==> config.mk <==
export PLATFORM = sky130hd
export DESIGN_NAME = multichannel_pi_temperature_regulator
export DESIGN_NICKNAME = d
export VERILOG_FILES = /design/src/design/pireg_pkg.sv /design/src/design/multichannel_pi_temperature_regulator.sv /design/src/design/pireg_cfg.sv /design/src/design/pireg_div.sv /design/src/design/pireg_ctrl.sv
export SDC_FILE = /design/constraint.sdc
export NUM_CORES = 1
export LEC_CHECK = 0
export ABC_CLOCK_PERIOD_IN_PS = 21700
export BUFFER_PORTS_ARGS = -buffer_cell sky130_fd_sc_hd__buf_2
export CAP_MARGIN = 20
export CORE_UTILIZATION = 45
export DETAILED_ROUTE_END_ITERATION = 10
export PLACE_DENSITY = 0.6
export REMOVE_ABC_BUFFERS = 1
export SYNTH_ARGS = -nofsm -noshare
export SYNTH_HDL_FRONTEND = slang
export SYNTH_SLANG_ARGS = --single-unit
==> constraint.sdc <==
create_clock -name clk -period 21.7 [get_ports clk]
set_input_delay 2.17 -clock clk [delete_from_list [all_inputs] [get_ports clk]]
set_output_delay 2.17 -clock clk [all_outputs]
set_load 0.01 [all_outputs]
==> src/design/pireg_pkg.sv <==
// ---------------------------------------------------------------------------
// pireg_pkg
// Types, constants and register indexes shared by the PI regulator modules.
// ---------------------------------------------------------------------------
package pireg_pkg;

	// Channel count and integral preload scale
	localparam int NUM_CHANNELS  = 3;
	localparam int PRELOAD_SCALE = 350;

	// Field widths
	localparam int CHAN_W  = 2;
	localparam int TEMP_W  = 16;
	localparam int GAIN_W  = 8;
	localparam int TDIV_W  = 10;
	localparam int INTEG_W = 16;
	localparam int DRIVE_W = 10;
	localparam int ERR_W   = TEMP_W + 1;
	localparam int QUO_W   = INTEG_W + 1;
	localparam int PROD_W  = 28;

	// Configuration port
	localparam int CFG_IDX_W  = 3;
	localparam int CFG_DATA_W = 16;

	localparam logic [CFG_IDX_W-1:0] REG_PROP_GAIN    = 3'd0;
	localparam logic [CFG_IDX_W-1:0] REG_INTEG_DIV    = 3'd1;
	localparam logic [CFG_IDX_W-1:0] REG_INTEG_UPPER  = 3'd2;
	localparam logic [CFG_IDX_W-1:0] REG_INTEG_LOWER  = 3'd3;
	localparam logic [CFG_IDX_W-1:0] REG_DRIVE_HIGH   = 3'd4;
	localparam logic [CFG_IDX_W-1:0] REG_DRIVE_ON     = 3'd5;
	localparam logic [CFG_IDX_W-1:0] REG_DRIVE_LOW    = 3'd6;
	localparam logic [CFG_IDX_W-1:0] REG_DRIVE_OFF    = 3'd7;

	// Divider runs one quotient bit per cycle
	localparam int DIV_STEPS = INTEG_W;
	localparam int DIV_CNT_W = $clog2(DIV_STEPS + 1);

	typedef struct packed {
		logic        [GAIN_W-1:0]  prop_gain;
		logic        [TDIV_W-1:0]  integral_divisor;
		logic signed [INTEG_W-1:0] integral_upper;
		logic signed [INTEG_W-1:0] integral_lower;
		logic        [DRIVE_W-1:0] drive_high_limit;
		logic        [DRIVE_W-1:0] drive_full_on;
		logic        [DRIVE_W-1:0] drive_low_limit;
		logic        [DRIVE_W-1:0] drive_full_off;
	} cfg_t;

	typedef struct packed {
		logic                      start;
		logic signed [INTEG_W-1:0] dividend;
		logic        [TDIV_W-1:0]  divisor;
	} div_req_t;

	typedef struct packed {
		logic                    done;
		logic signed [QUO_W-1:0] quotient;
	} div_rsp_t;

	typedef enum logic [2:0] {
		S_IDLE,
		S_SUM,
		S_CLAMP,
		S_PROD,
		S_DIV,
		S_LIM
	} state_t;

endpackage

==> src/design/multichannel_pi_temperature_regulator.sv <==
// ---------------------------------------------------------------------------
// multichannel_pi_temperature_regulator
// Multichannel PI regulator with integral preload, integral clamping and
// drive limiting; integral term divided by a shared iterative divider.
// ---------------------------------------------------------------------------
//  channel   handshake             payload
//  in        in_valid / in_ready   chan, measured_temp, target_temp
//  out       out_valid / out_ready drive_level
//  cfg       cfg_we                cfg_idx, cfg_wdata
//
// Each word passes through four sequencer steps (sum, clamp, product, limit)
// and, between product and limit, the bit-serial divider (16 quotient bits and
// a completion flag). The next word can be accepted only after the result is
// loaded, so the block does not take a new word while one is in flight.
// If the output register still holds an untaken result, the load waits for it.
// Reset is asynchronous and clears the integrals and the registers to defaults.
// ---------------------------------------------------------------------------
module multichannel_pi_temperature_regulator (
	input  logic                                 clk,
	input  logic                                 arst_n,
	input  logic                                 cfg_we,
	input  logic        [pireg_pkg::CFG_IDX_W-1:0]  cfg_idx,
	input  logic        [pireg_pkg::CFG_DATA_W-1:0] cfg_wdata,
	input  logic                                 in_valid,
	output logic                                 in_ready,
	input  logic        [pireg_pkg::CHAN_W-1:0]  chan,
	input  logic signed [pireg_pkg::TEMP_W-1:0]  measured_temp,
	input  logic signed [pireg_pkg::TEMP_W-1:0]  target_temp,
	output logic                                 out_valid,
	input  logic                                 out_ready,
	output logic        [pireg_pkg::DRIVE_W-1:0] drive_level
);

	pireg_pkg::cfg_t     cfg;
	pireg_pkg::div_req_t div_req;
	pireg_pkg::div_rsp_t div_rsp;

	// Configuration registers
	pireg_cfg u_cfg (
		.clk       (clk),
		.arst_n    (arst_n),
		.cfg_we    (cfg_we),
		.cfg_idx   (cfg_idx),
		.cfg_wdata (cfg_wdata),
		.cfg       (cfg)
	);

	// Sequencer and datapath
	pireg_ctrl u_ctrl (
		.clk           (clk),
		.arst_n        (arst_n),
		.cfg           (cfg),
		.in_valid      (in_valid),
		.in_ready      (in_ready),
		.chan          (chan),
		.measured_temp (measured_temp),
		.target_temp   (target_temp),
		.out_valid     (out_valid),
		.out_ready     (out_ready),
		.drive_level   (drive_level),
		.div_req       (div_req),
		.div_rsp       (div_rsp)
	);

	// Shared divider
	pireg_div u_div (
		.clk    (clk),
		.arst_n (arst_n),
		.req    (div_req),
		.rsp    (div_rsp)
	);

endmodule

==> src/design/pireg_cfg.sv <==
// ---------------------------------------------------------------------------
// pireg_cfg
// Configuration register bank, written through a plain indexed write port.
// ---------------------------------------------------------------------------
module pireg_cfg (
	input  logic                                clk,
	input  logic                                arst_n,
	input  logic                                cfg_we,
	input  logic [pireg_pkg::CFG_IDX_W-1:0]     cfg_idx,
	input  logic [pireg_pkg::CFG_DATA_W-1:0]    cfg_wdata,
	output pireg_pkg::cfg_t                     cfg
);

	pireg_pkg::cfg_t cfg_q;

	// Update the addressed register; every index is a register
	always_ff @(posedge clk or negedge arst_n) begin
		if (!arst_n) begin
			cfg_q.prop_gain        <= 8'd10;
			cfg_q.integral_divisor <= 10'd10;
			cfg_q.integral_upper   <= 16'sh7FFF;
			cfg_q.integral_lower   <= 16'sh8000;
			cfg_q.drive_high_limit <= 10'd1000;
			cfg_q.drive_full_on    <= 10'd1000;
			cfg_q.drive_low_limit  <= 10'd0;
			cfg_q.drive_full_off   <= 10'd0;
		end else if (cfg_we) begin
			unique case (cfg_idx)
				pireg_pkg::REG_PROP_GAIN:   cfg_q.prop_gain <= cfg_wdata[7:0];
				pireg_pkg::REG_INTEG_DIV:   cfg_q.integral_divisor <= cfg_wdata[9:0];
				pireg_pkg::REG_INTEG_UPPER: cfg_q.integral_upper <= cfg_wdata;
				pireg_pkg::REG_INTEG_LOWER: cfg_q.integral_lower <= cfg_wdata;
				pireg_pkg::REG_DRIVE_HIGH:  cfg_q.drive_high_limit <= cfg_wdata[9:0];
				pireg_pkg::REG_DRIVE_ON:    cfg_q.drive_full_on <= cfg_wdata[9:0];
				pireg_pkg::REG_DRIVE_LOW:   cfg_q.drive_low_limit <= cfg_wdata[9:0];
				pireg_pkg::REG_DRIVE_OFF:   cfg_q.drive_full_off <= cfg_wdata[9:0];
				default: ;
			endcase
		end
	end

	assign cfg = cfg_q;

endmodule

==> src/design/pireg_div.sv <==
// ---------------------------------------------------------------------------
// pireg_div
// Shared restoring divider: signed dividend by positive divisor, truncated
// toward zero, one quotient bit per cycle.
// ---------------------------------------------------------------------------
module pireg_div (
	input  logic                 clk,
	input  logic                 arst_n,
	input  pireg_pkg::div_req_t  req,
	output pireg_pkg::div_rsp_t  rsp
);

	logic                                busy_q;
	logic                                done_q;
	logic [pireg_pkg::DIV_CNT_W-1:0]     cnt_q;
	logic [pireg_pkg::INTEG_W-1:0]       mag_q;
	logic [pireg_pkg::TDIV_W-1:0]        rem_q;
	logic [pireg_pkg::TDIV_W-1:0]        dsr_q;
	logic                                neg_q;

	logic [pireg_pkg::TDIV_W:0]          rem_sh;
	logic [pireg_pkg::TDIV_W:0]          rem_sub;
	logic                                q_bit;
	logic [pireg_pkg::INTEG_W-1:0]       abs_in;
	logic [pireg_pkg::QUO_W-1:0]         quo_mag;

	// Magnitude of the dividend; the most negative value maps to its unsigned form
	assign abs_in = req.dividend[pireg_pkg::INTEG_W-1] ?
		(~req.dividend + 1'b1) : req.dividend;

	// One trial subtraction per step
	always_comb begin
		rem_sh  = {rem_q, mag_q[pireg_pkg::INTEG_W-1]};
		rem_sub = rem_sh - {1'b0, dsr_q};
		q_bit   = (rem_sh >= {1'b0, dsr_q});
	end

	// Control: start, count down, flag completion
	always_ff @(posedge clk or negedge arst_n) begin
		if (!arst_n) begin
			busy_q <= 1'b0;
			done_q <= 1'b0;
			cnt_q  <= '0;
		end else if (req.start) begin
			busy_q <= 1'b1;
			done_q <= 1'b0;
			cnt_q  <= pireg_pkg::DIV_CNT_W'(pireg_pkg::DIV_STEPS);
		end else if (busy_q) begin
			cnt_q <= cnt_q - 1'b1;
			if (cnt_q == pireg_pkg::DIV_CNT_W'(1)) begin
				busy_q <= 1'b0;
				done_q <= 1'b1;
			end
		end else begin
			done_q <= 1'b0;
		end
	end

	// Datapath: shift dividend bits out, quotient bits in
	always_ff @(posedge clk) begin
		if (req.start) begin
			mag_q <= abs_in;
			rem_q <= '0;
			dsr_q <= req.divisor;
			neg_q <= req.dividend[pireg_pkg::INTEG_W-1];
		end else if (busy_q) begin
			rem_q <= q_bit ? rem_sub[pireg_pkg::TDIV_W-1:0] : rem_sh[pireg_pkg::TDIV_W-1:0];
			mag_q <= {mag_q[pireg_pkg::INTEG_W-2:0], q_bit};
		end
	end

	// Restore the sign of the quotient
	assign quo_mag      = {1'b0, mag_q};
	assign rsp.done     = done_q;
	assign rsp.quotient = neg_q ? $signed(~quo_mag + 1'b1) : $signed(quo_mag);

endmodule

==> src/design/pireg_ctrl.sv <==
// ---------------------------------------------------------------------------
// pireg_ctrl
// Sequencer, integral store, shared multiplier and output word register.
// ---------------------------------------------------------------------------
module pireg_ctrl (
	input  logic                                 clk,
	input  logic                                 arst_n,
	input  pireg_pkg::cfg_t                      cfg,
	input  logic                                 in_valid,
	output logic                                 in_ready,
	input  logic        [pireg_pkg::CHAN_W-1:0]  chan,
	input  logic signed [pireg_pkg::TEMP_W-1:0]  measured_temp,
	input  logic signed [pireg_pkg::TEMP_W-1:0]  target_temp,
	output logic                                 out_valid,
	input  logic                                 out_ready,
	output logic        [pireg_pkg::DRIVE_W-1:0] drive_level,
	output pireg_pkg::div_req_t                  div_req,
	input  pireg_pkg::div_rsp_t                  div_rsp
);

	localparam int IW = pireg_pkg::INTEG_W;
	localparam int PW = pireg_pkg::PROD_W;

	pireg_pkg::state_t state_q, state_d;

	logic signed [IW-1:0]                  store_q [pireg_pkg::NUM_CHANNELS];
	logic        [pireg_pkg::CHAN_W-1:0]   ch_q;
	logic                                  ch_ok_q;
	logic signed [pireg_pkg::ERR_W-1:0]    err_q;
	logic        [pireg_pkg::TDIV_W-1:0]   divn_q;
	logic signed [IW+1:0]                  integ_q;
	logic signed [IW-1:0]                  integ_new_q;
	logic signed [PW-1:0]                  prod_q;
	logic signed [PW-1:0]                  drv_q;
	logic                                  out_valid_q;
	logic        [pireg_pkg::DRIVE_W-1:0]  drive_q;

	logic                                  accept;
	logic                                  store_we;
	logic                                  mul_gain;
	logic                                  out_load;
	logic signed [IW-1:0]                  store_rd;
	logic signed [pireg_pkg::ERR_W-1:0]    mul_a;
	logic        [pireg_pkg::TDIV_W-1:0]   mul_b;
	logic signed [PW-1:0]                  mul_res;
	logic signed [PW-1:0]                  clamp_v;
	logic signed [PW-1:0]                  upper_ext;
	logic signed [PW-1:0]                  lower_ext;
	logic signed [PW-1:0]                  drv_sum;
	logic signed [PW-1:0]                  lim_v;
	logic signed [PW-1:0]                  hi_ext;
	logic signed [PW-1:0]                  lo_ext;

	assign accept   = in_valid && in_ready;
	assign in_ready = (state_q == pireg_pkg::S_IDLE);

	// Read the channel's integral; an unknown channel reads zero
	always_comb begin
		store_rd = '0;
		for (int i = 0; i < pireg_pkg::NUM_CHANNELS; i++) begin
			if (ch_ok_q && (32'(ch_q) == i)) begin
				store_rd = store_q[i];
			end
		end
	end

	// Shared multiplier: preload floor first, then proportional term
	assign mul_a   = mul_gain ? err_q : pireg_pkg::ERR_W'(pireg_pkg::PRELOAD_SCALE);
	assign mul_b   = mul_gain ? {2'b00, cfg.prop_gain} : divn_q;
	assign mul_res = PW'(mul_a) * PW'($signed({1'b0, mul_b}));

	// Preload floor, then upper clamp, then lower clamp
	always_comb begin
		upper_ext = PW'(cfg.integral_upper);
		lower_ext = PW'(cfg.integral_lower);
		clamp_v   = PW'(integ_q);
		if ((err_q > 0) && (clamp_v < prod_q)) begin
			clamp_v = prod_q;
		end
		if (clamp_v > upper_ext) begin
			clamp_v = upper_ext;
		end
		if (clamp_v < lower_ext) begin
			clamp_v = lower_ext;
		end
	end

	// Add the integral term, then apply the drive limits in order
	always_comb begin
		drv_sum = prod_q + PW'(div_rsp.quotient);
		hi_ext  = $signed({{(PW-pireg_pkg::DRIVE_W){1'b0}}, cfg.drive_high_limit});
		lo_ext  = $signed({{(PW-pireg_pkg::DRIVE_W){1'b0}}, cfg.drive_low_limit});
		lim_v   = drv_q;
		if (lim_v > hi_ext) begin
			lim_v = $signed({{(PW-pireg_pkg::DRIVE_W){1'b0}}, cfg.drive_full_on});
		end
		if (lim_v < lo_ext) begin
			lim_v = $signed({{(PW-pireg_pkg::DRIVE_W){1'b0}}, cfg.drive_full_off});
		end
	end

	// Next state and sequencer outputs
	always_comb begin
		state_d           = state_q;
		store_we          = 1'b0;
		mul_gain          = 1'b0;
		out_load          = 1'b0;
		div_req.start     = 1'b0;
		div_req.dividend  = integ_new_q;
		div_req.divisor   = divn_q;
		unique case (state_q)
			pireg_pkg::S_IDLE: begin
				if (accept) begin
					state_d = pireg_pkg::S_SUM;
				end
			end
			pireg_pkg::S_SUM: begin
				state_d = pireg_pkg::S_CLAMP;
			end
			pireg_pkg::S_CLAMP: begin
				store_we = ch_ok_q;
				state_d  = pireg_pkg::S_PROD;
			end
			pireg_pkg::S_PROD: begin
				mul_gain      = 1'b1;
				div_req.start = 1'b1;
				state_d       = pireg_pkg::S_DIV;
			end
			pireg_pkg::S_DIV: begin
				if (div_rsp.done) begin
					state_d = pireg_pkg::S_LIM;
				end
			end
			pireg_pkg::S_LIM: begin
				if (!out_valid_q || out_ready) begin
					out_load = 1'b1;
					state_d  = pireg_pkg::S_IDLE;
				end
			end
			default: state_d = pireg_pkg::S_IDLE;
		endcase
	end

	// Hold state
	always_ff @(posedge clk or negedge arst_n) begin
		if (!arst_n) begin
			state_q <= pireg_pkg::S_IDLE;
		end else begin
			state_q <= state_d;
		end
	end

	// Integral store, cleared on reset
	always_ff @(posedge clk or negedge arst_n) begin
		if (!arst_n) begin
			for (int i = 0; i < pireg_pkg::NUM_CHANNELS; i++) begin
				store_q[i] <= '0;
			end
		end else if (store_we) begin
			for (int i = 0; i < pireg_pkg::NUM_CHANNELS; i++) begin
				if (32'(ch_q) == i) begin
					store_q[i] <= clamp_v[IW-1:0];
				end
			end
		end
	end

	// Working registers of the current word
	always_ff @(posedge clk) begin
		if (accept) begin
			ch_q    <= chan;
			ch_ok_q <= (32'(chan) < pireg_pkg::NUM_CHANNELS);
			err_q   <= {measured_temp[pireg_pkg::TEMP_W-1], measured_temp}
				- {target_temp[pireg_pkg::TEMP_W-1], target_temp};
			divn_q  <= (cfg.integral_divisor == '0) ?
				pireg_pkg::TDIV_W'(1) : cfg.integral_divisor;
		end
		if (state_q == pireg_pkg::S_SUM) begin
			integ_q <= (IW+2)'(store_rd) + (IW+2)'(err_q);
			prod_q  <= mul_res;
		end
		if (state_q == pireg_pkg::S_CLAMP) begin
			integ_new_q <= clamp_v[IW-1:0];
		end
		if (state_q == pireg_pkg::S_PROD) begin
			prod_q <= mul_res;
		end
		if ((state_q == pireg_pkg::S_DIV) && div_rsp.done) begin
			drv_q <= drv_sum;
		end
		if (out_load) begin
			drive_q <= lim_v[pireg_pkg::DRIVE_W-1:0];
		end
	end

	// Output word register: set on load, drop when taken
	always_ff @(posedge clk or negedge arst_n) begin
		if (!arst_n) begin
			out_valid_q <= 1'b0;
		end else if (out_load) begin
			out_valid_q <= 1'b1;
		end else if (out_ready) begin
			out_valid_q <= 1'b0;
		end
	end

	assign out_valid   = out_valid_q;
	assign drive_level = drive_q;

endmodule

==> results of run 1 <==
-- sequential cells by signal (all words and copies together), names as in the netlist, 10 cells and up --
register and cells:
u_cfg.cfg 90, u_ctrl.divn_q 10, u_ctrl.drive_level 10, u_div.rem_q 10, u_ctrl.integ_q 18, u_div.mag_q 16, u_ctrl.drv_q 28, u_ctrl.integ_new_q 16
u_ctrl.store_q 48, u_div.dsr_q 10, u_ctrl.prod_q 28, u_ctrl.err_q 17
-- area by class of cell --
type | count | area [sq um]
inverter | 316 | 1190
multi-input combinational | 1853 | 15100
fill | 5172 | 27600
sequential | 316 | 8680
clock inverter | 12 | 161
timing repair buffer | 89 | 529
clock buffer | 58 | 1110
tap | 748 | 936
-- metrics by stage --
stage	instances	worst slack (ns)	hold WS, ns	util, %
after floorplan	2485	12.35	0.417	-
after global placement	3319	12.04	0.432	47.8
after detailed placement	3319	11.81	0.446	47.8
after CTS	3389	11.79	0.460	50.1
after global routing	3392	11.46	0.488	50.1
final	3392	12.24	0.453	50.1
-- cells by family (layout without fill, tap and decap cells) --
kind of cell	after synthesis	in the layout
adders and majority gates	395	395
buffers and inverters	410	475
other	2	25
DFF	316	316
muxes	134	134
AOI/OAI and AO/OA	474	474
xor gates and xnor gates	113	113
and+or+nand+nor	712	712
-- worst max path at each step --
stage	endpoint	cells past startpoint	start
after floorplan	u_ctrl.prod_q[27]$_DFFE_PP_	21	u_ctrl.state_q[0]$_DFFE_PN0P_
after global placement	u_ctrl.integ_new_q[10]$_DFFE_PN_	27	u_ctrl.integ_q[17]$_DFFE_PP_
after detailed placement	u_ctrl.integ_new_q[10]$_DFFE_PN_	27	u_ctrl.integ_q[17]$_DFFE_PP_
after CTS	u_ctrl.integ_new_q[11]$_DFFE_PN_	27	u_ctrl.integ_q[17]$_DFFE_PP_
after global routing	u_ctrl.integ_new_q[11]$_DFFE_PN_	28	u_ctrl.integ_q[17]$_DFFE_PP_
final	u_ctrl.integ_new_q[11]$_DFFE_PN_	28	u_ctrl.integ_q[17]$_DFFE_PP_
-- metal layers --
layer  GRT usage (%)  vias up  wire length, um  share of wire [%]
met5               0        -                0                  0
met4            8.29        0             2110                3.1
met3            3.15      109             3310                4.9
met2            40.3      432            31800                 48
met1            31.8     9031            29700                 44
li1                -     8919                -                  -
-- worst register-to-register path, delay by kind of cell (launching register included) --
| family | cells | cell delay (ns) |
|---|---|---|
| flops | 1 | 0.57 |
| simple gates | 12 | 3.56 |
| mux | 1 | 0.49 |
| compound gates | 10 | 3.17 |
| buf+inv | 2 | 0.29 |
| fa+ha+maj | 3 | 1.12 |
-- placed cells by master (no fill, tap or decap), drive strengths merged, types with 14 or more instances in the layout --
| cell | n |
|---|---|
| nor2 | 68 |
| dfstp | 32 |
| nand3 | 51 |
| inv | 316 |
| clkbuf | 58 |
| nor4 | 18 |
| fa | 157 |
| a21oi | 96 |
| nand2 | 321 |
| o21ai | 170 |
| and2 | 45 |
| a211oi | 15 |
| buf | 89 |
| conb | 25 |
| or3 | 15 |
| nor3 | 45 |
| dfrtp | 117 |
| mux2 | 91 |
| and3 | 53 |
| nor2b | 28 |
| o21a | 15 |
| xnor2 | 85 |
| ha | 238 |
| a21o | 43 |
| xor2 | 28 |
| nand2b | 17 |
| a31oi | 32 |
| edfxtp | 157 |
| mux2i | 43 |
| nand4 | 14 |
-- Yosys cell counts, drive strengths merged (68+ instances only) --
master,number,share of area (%)
nand2,321,4.8
xnor2,85,2.9
a21oi,96,1.9
clkbuf,78,1.2
fa,157,12
edfxtp,157,19
inv,316,4.7
mux2,91,4.1
nor2,68,1.0
o21ai,170,3.4
ha,238,12
dfrtp,117,12
==> metrics.yaml, run 1 <==
synth_top_family_by_area: "adder cells"
muxShareOfSynthArea_pct: 5.76
ant_nets: 0
fin_nets: 3067
fmax_mhz: 106
hpwl_um: 52400
synth_warnings: 0
die_height_um: 239
vias_per_cell: 5.45
tns_ns: 0
clock_path_buffers: 3
cp_slowest_cell: "o2111ai_4"
crit_buf_inv: 2
numPortBuffers: 69
synth.distinct_cells: 81
row_count: 86
critical_path.top_delay_family: "simple AND/OR/NAND/NOR gates"
globalRouteTotalUtil_pct: 24.0
dpl-instance-area_sq_mm: 0.0264
cts_resized: 0
r2r-start: "u_ctrl.integ_q[17]$_DFFE_PP_"
holdPathEnd: "u_div.rem_q[9]$_SDFFE_PP0P_"
core_area_sq_mm: 0.0553
criticalPathCategory: "register to register"
crit_arrival_ns: 9.76
wl_um: 66900
initial_utilization_pct: 45.7
die_x_um: 239
firstDrtPassIters: 6
cts_sinks: 316
start_kind: "register"
cts_buffers: 38
ios: 70
post-cts-setup-buffer-count: 0
tightest_slew_ns: 1.13
route.detailed.drc: 0
relSlewSlack_pct: 24.4
rsz0062_at_grt: "false"
yosys.area_share.adder_pct: 24.2
hold_viol: 0
worstHoldStart: "u_div.rem_q[9]$_SDFFE_PP0P_"
grt_max_degree: 106
gr-total-overflow: 0
grt_pass1_wl_um: 105000
status: "finished clean"
synthArstFlopShare_pct: 47.2
ys_ff_latch: 316
gp_congestion: 0.918
synth.avg_cell_area_sq_um: 9.88
path_max_fanout: 28
synth_xor_xnor_area_share_pct: 3.92
cp-end-kind: "register"
reg2reg_depth: 28
r2r-end: "u_ctrl.integ_new_q[11]$_DFFE_PN_"
cts-root-buf: "clkbuf_16"
clk_pin_slew_ns: 0.06
drive_gt1_share_pct: 11.5
min_path_cells: 2
worst_skew_pair.late_latency_ns: 0.57
cts_tree: "yes"
ys_seq_area_share_pct: 34.4
vias: 18491
diodes: 0
synth_flop_cell: "edfxtp_1"
antenna_found_initial: 4
critPathRequiredTime_ns: 22.00
cts_hold_buffers: 0
synth_edf_count: 157
setup_viol: 0
hold_class: "register to register"
max_cap_violations: 0
critPathMaxStageDelay_ns: 0.70
syn_inst: 2556
synth-compound-area-share_pct: 11.9
die_area_sq_mm: 0.0571
wire_per_inst_um: 19.7
crit_path_frequent_cell: "ha_1"
drt_iter0_drc: 1019
finalMaxSlewViolations: 0
grt_pass1_vias: 18873
fin_area_sq_mm: 0.0277
area_delta_synth_final_pct: 9.79
finClkSkew_ns: 0.0200
period_needed_ns: 9.46
yosys.area_share.simple_pct: 13.6
synth_area_sq_mm: 0.0253
finalCritPeriodShare_pct: 43.6
rrSetupSlack_ns: 12.24
htree_levels: 2
Power of run 1 is not shown: default switching activity piles up to over one toggle a cycle in this logic, so the estimate is an artifact.
==> run 2: changes to the inputs <==
- ABC_CLOCK_PERIOD_IN_PS: 21700 -> 7700
- PLACE_DENSITY: 0.6 -> 0.62
- clock period: 21.7 -> 7.7 ns (I/O delays scaled with it)
==> metrics.yaml, run 2 (synthesis results as in run 1) <==
gp_congestion: 0.992  # +8.0%
final_util_pct: 51.6  # +1.4 points
core_area_sq_mm: 0.0553  # unchanged
die_x_um: 239  # unchanged
worst_skew_pair.late_latency_ns: 0.57  # about the same
critPathMaxStageDelay_ns: 0.53  # -0.17 ns
globalRouteTotalUtil_pct: 24.2  # +0.23 points
critical_path.top_delay_family: "simple AND/OR/NAND/NOR gates"
firstDrtPassIters: 5  # -1
final_cell_mix: "nand2_1, inv_1, ha_1, fa_1, edfxtp_1"
grt_pass1_wl_um: 106000  # +0.95%
cp_slowest_cell: "or4_1"
tightest_slew_ns: 1.09  # -0.0446 ns
largest_reg_flops: 90  # unchanged
vias: 19012  # +2.8%
reg2reg_depth: 33  # +18%
numPortBuffers: 69  # unchanged
initial_utilization_pct: 45.7  # unchanged
diodes: 0  # unchanged
wire_per_inst_um: 19.7  # about the same
fmax_mhz: 134  # +27%
criticalPathCategory: "register to register"
ios: 70  # unchanged
hpwl_um: 53700  # +2.5%
r2r-end: "u_ctrl.integ_new_q[11]$_DFFE_PN_"
setup_viol: 0  # unchanged
hold_class: "input port to asynchronous set/reset pin"
relSlewSlack_pct: 27.2  # +2.8 points
gr-total-overflow: 0  # unchanged
cts_buffers: 38  # unchanged
rrSetupSlack_ns: 0.23  # -12.01 ns
hold_viol: 0  # unchanged
grt_max_degree: 80  # -25%
crit_buf_inv: 8  # +6
cts_sinks: 316  # unchanged
ant_nets: 0  # unchanged
finalCritPeriodShare_pct: 97.0  # +53 points
start_kind: "register"
clk_pin_slew_ns: 0.06  # about the same
path_max_fanout: 16  # -43%
pre_cts_ws_ns: -0.386  # -12.20 ns
die_area_sq_mm: 0.0571  # unchanged
die_height_um: 239  # unchanged
hold_slack_ns: 0.248  # -0.205 ns
crit_arrival_ns: 7.78  # -1.98 ns
finClkSkew_ns: 0.0111  # -0.00884 ns
cts_hold_buffers: 0  # unchanged
drive_gt1_share_pct: 14.7  # +3.2 points
max_cap_violations: 0  # unchanged
cts-root-buf: "clkbuf_16"
crit_path_frequent_cell: "buf_4"
final_common_cell: "nand2_1"
antenna_found_initial: 2  # -2
route.detailed.drc: 0  # unchanged
finalMaxSlewViolations: 0  # unchanged
r2r-start: "u_ctrl.integ_q[17]$_DFFE_PP_"
vias_per_cell: 5.51  # +1.0%
htree_levels: 2  # unchanged
wl_um: 68100  # +1.7%
fin_nets: 3127  # +2.0%
row_count: 86  # unchanged
cts_tree: "yes"
critPathRequiredTime_ns: 8.01  # -13.99 ns
fin_ws_ns: 0.228  # -12.01 ns
cp-end-kind: "register"
status: "finished clean"
grt_pass1_vias: 19183  # +1.6%
area_delta_synth_final_pct: 12.9
period_needed_ns: 7.47  # -1.99 ns
clock_path_buffers: 3  # unchanged
drt_iter0_drc: 1274  # +25%
tns_ns: 0  # unchanged
==> run 2: area by class of cell <==
type | instances | area (sq um)
Tap cell | 748 | 936
Timing Repair Buffer | 149 | 1050
Sequential cell | 316 | 8680
Clock buffer | 55 | 1100
Inverter | 316 | 1190
Multi-Input combinational cell | 1853 | 15400
Fill cell | 5015 | 26800
Clock inverter | 15 | 136
==> run 2: how the worst max path moves through the flow <==
| stage | startpoint | end | slack, ns | cells past startpoint |
|---|---|---|---|---|
| finish | u_ctrl.integ_q[17]$_DFFE_PP_ | u_ctrl.integ_new_q[11]$_DFFE_PN_ | 0.23 | 33 |
| detailed placement | u_ctrl.integ_q[17]$_DFFE_PP_ | u_ctrl.integ_new_q[12]$_DFFE_PN_ | -0.39 | 28 |
| CTS | u_ctrl.integ_q[10]$_DFFE_PP_ | u_ctrl.integ_new_q[2]$_DFFE_PN_ | 0.007 | 30 |
| floorplan | u_ctrl.state_q[0]$_DFFE_PN0P_ | u_ctrl.prod_q[27]$_DFFE_PP_ | -1.65 | 21 |
| global placement | u_ctrl.integ_q[17]$_DFFE_PP_ | u_ctrl.integ_new_q[12]$_DFFE_PN_ | -0.33 | 28 |
| global route | u_ctrl.integ_q[17]$_DFFE_PP_ | u_ctrl.integ_new_q[5]$_DFFE_PN_ | -0.03 | 31 |
==> run 2: worst reg2reg max path: cells and delay by family (launching register included) <==
| family | cells | cell delay, ns |
|---|---|---|
| multiplexers | 1 | 0.28 |
| flip-flops | 1 | 0.36 |
| buffers and inverters | 8 | 1.38 |
| AND/OR/NAND/NOR | 11 | 2.45 |
| AO/OA/AOI/OAI | 10 | 1.87 |
| adder cells (fa/ha/maj) | 3 | 0.88 |
==> run 2: stage by stage <==
| stage | instances | instance area (sq um) |
|---|---|---|
| 2_1_floorplan | 2485 | 25000 |
| 5_1_grt | 3452 | 28500 |
| 4_1_cts | 3442 | 28100 |
| 3_3_place_gp | 3371 | 26800 |
| 3_5_place_dp | 3371 | 26800 |
| 6_report | 3452 | 28500 |
==> run 2: metal layers <==
layer | share of wire (%) | up-vias | routed length, um | GRT usage [%]
met1 | 44 | 9366 | 29800 | 31.5
met2 | 48 | 498 | 32600 | 41.1
met5 | 0 | - | 0 | 0
met3 | 4.8 | 119 | 3300 | 3.19
li1 | - | 9029 | - | -
met4 | 3.6 | 0 | 2430 | 8.94
==> run 2: repair_timing <==
item / in CTS / in global routing
endpoints found under the setup margin: 63 / 64
buffers inserted: 1 / 6
pin swaps: 0 / 10
hold endpoints to repair: 0 / 0
cloned: 0 / 1
gates resized for setup: 4 / 52
Power of run 2 is left out for the same reason.
==> run 3: changes to the inputs <==
- CORE_ASPECT_RATIO: unset -> 1.1
- CORE_UTILIZATION: 45 -> 25
- PLACE_DENSITY: 0.62 -> 0.39
==> metrics.yaml, run 3 (synthesis results as in run 1) <==
setup_viol: 0  # unchanged
crit_arrival_ns: 7.76  # -0.02 ns
die_x_um: 305  # +28%
relSlewSlack_pct: 26.1  # -1.0 points
vias: 18619  # -2.1%
finalMaxSlewViolations: 0  # unchanged
final_common_cell: "nand2_1"
period_needed_ns: 7.45  # -0.0170 ns
wire_per_inst_um: 19.2  # -2.6%
final_cell_mix: "nand2_1, inv_1, ha_1, fa_1, edfxtp_1"
finalCritPeriodShare_pct: 96.8  # -0.22 points
globalRouteTotalUtil_pct: 15.0  # -9.3 points
cts_buffers: 41  # +7.9%
vias_per_cell: 4.66  # -15%
cts-root-buf: "clkbuf_16"
hpwl_um: 61400  # +14%
dpl-instance-area_sq_mm: 0.0275  # +2.6%
cts_sinks: 316  # unchanged
fin_cells: 3994  # +16%
critPathMaxStageDelay_ns: 0.52  # about the same
antenna_found_initial: 9  # +7
fin_area_sq_mm: 0.0292  # +2.5%
criticalPathCategory: "register to register"
gr-total-overflow: 0  # unchanged
critPathRequiredTime_ns: 8.01  # about the same
ant_nets: 0  # unchanged
drive_gt1_share_pct: 14.6  # -0.069 points
row_count: 121  # +41%
die_area_sq_mm: 0.102  # +79%
grt_max_degree: 92  # +15%
cp_slowest_cell: "or4_1"
drt_iter0_drc: 760  # -40%
crit_buf_inv: 6  # -2
ios: 70  # unchanged
hold_class: "input port to asynchronous set/reset pin"
status: "finished clean"
tns_ns: 0  # unchanged
clock_path_buffers: 3  # unchanged
grt_pass1_wl_um: 117000  # +10%
initial_utilization_pct: 25.4  # -20 points
tightest_slew_ns: 1.10  # +0.0162 ns
max_cap_violations: 0  # unchanged
cts_tree: "yes"
hold_slack_ns: 0.293  # +0.0446 ns
worst_skew_pair.late_latency_ns: 0.59  # +0.02 ns
finClkSkew_ns: 0.0509  # +0.0398 ns
route.detailed.drc: 0  # unchanged
grt_pass1_vias: 19413  # +1.2%
path_max_fanout: 15  # -1
gp_congestion: 0.898  # -9.4%
cp-end-kind: "register"
numPortBuffers: 69  # unchanged
clk_pin_slew_ns: 0.06  # about the same
start_kind: "register"
wl_um: 76700  # +13%
core_area_sq_mm: 0.0996  # +80%
fmax_mhz: 134  # +0.23%
die_height_um: 335  # +40%
largest_reg_flops: 90  # unchanged
fin_nets: 3123  # -0.13%
area_delta_synth_final_pct: 15.7
htree_levels: 2  # unchanged
critical_path.top_delay_family: "compound AO/OA/AOI/OAI gates"
diodes: 0  # unchanged
firstDrtPassIters: 7  # +2
hold_viol: 0  # unchanged
dp_cells: 3910  # +16%
[run 3: cell types whose count changed in the layout (fill, tap and decap cells not counted), moves of 3 or more]
cell      previous run  this run
buf_4               73        64
mux2i_2              1         4
mux2i_4             14        11
o21ai_0            126       122
clkbuf_1            10        18
a31oi_4              1         4
o21ai_1             43        47
[run 3: worst reg2reg max path: cells and delay by family, from the launching register on]
kind | cells | cell delay [ns]
flip-flops | 1 | 0.42
buffers and inverters | 6 | 1.08
AND/OR/NAND/NOR | 8 | 2.04
multiplexers | 1 | 0.28
adder cells (fa/ha/maj) | 3 | 0.83
AO/OA/AOI/OAI | 13 | 2.55
[run 3: through the flow]
stage	util (%)	setup WS, ns
2_1_floorplan	-	-1.65
3_3_place_gp	27.6	-0.297
3_5_place_dp	27.6	-0.362
4_1_cts	29.0	0.0118
5_1_grt	29.3	-0.00674
6_report	29.3	0.245
[run 3: worst paths after layout]
check,from,slack [ns],endpoint,depth (start not counted)
worst max-delay path,u_ctrl.integ_q[17]$_DFFE_PP_,0.25,u_ctrl.integ_new_q[5]$_DFFE_PN_,31
worst max register to register,u_ctrl.integ_q[17]$_DFFE_PP_,0.25,u_ctrl.integ_new_q[5]$_DFFE_PN_,31
worst min register to register,u_ctrl.divn_q[4]$_SDFFCE_PN0P_,0.45,u_div.dsr_q[4]$_DFFE_PP_,0
worst min-delay path,arst_n,0.29,u_cfg.cfg[34]$_DFFE_PN0P_,1
max in group asynchronous,arst_n,5.93,u_cfg.cfg[74]$_DFFE_PN0P_,2
min in group clk,chan[1],0.38,u_ctrl.ch_q[1]$_DFFE_PP_,1
[run 3: per-layer routing]
layer | global-route usage [%] | up-vias | part of all wire, %
met3 | 1.86 | 119 | 3.8
met1 | 19.0 | 9109 | 45
met5 | 0 | - | 0.0091
li1 | - | 9024 | -
met2 | 25.9 | 365 | 48
met4 | 5.47 | 2 | 3.5
[run 3: layout make-up]
type                       instances  area (sq um)
fill                           10500         70400
inverter                         316          1190
sequential                       316          8680
clock inverter                    13           148
multi-input combinational       1853         15500
clock buffer                      63          1150
timing repair buffer             142           997
tap                             1291          1620
[run 3: repair_timing]
item,in CTS,in global routing
cloned,0,1
setup buffers,4,2
gates resized for setup,11,57
pin swaps,2,10
hold buffers,0,0
hold endpoints to repair,0,0
endpoints found under the setup margin,64,64
Power of run 3 is left out for the same reason.
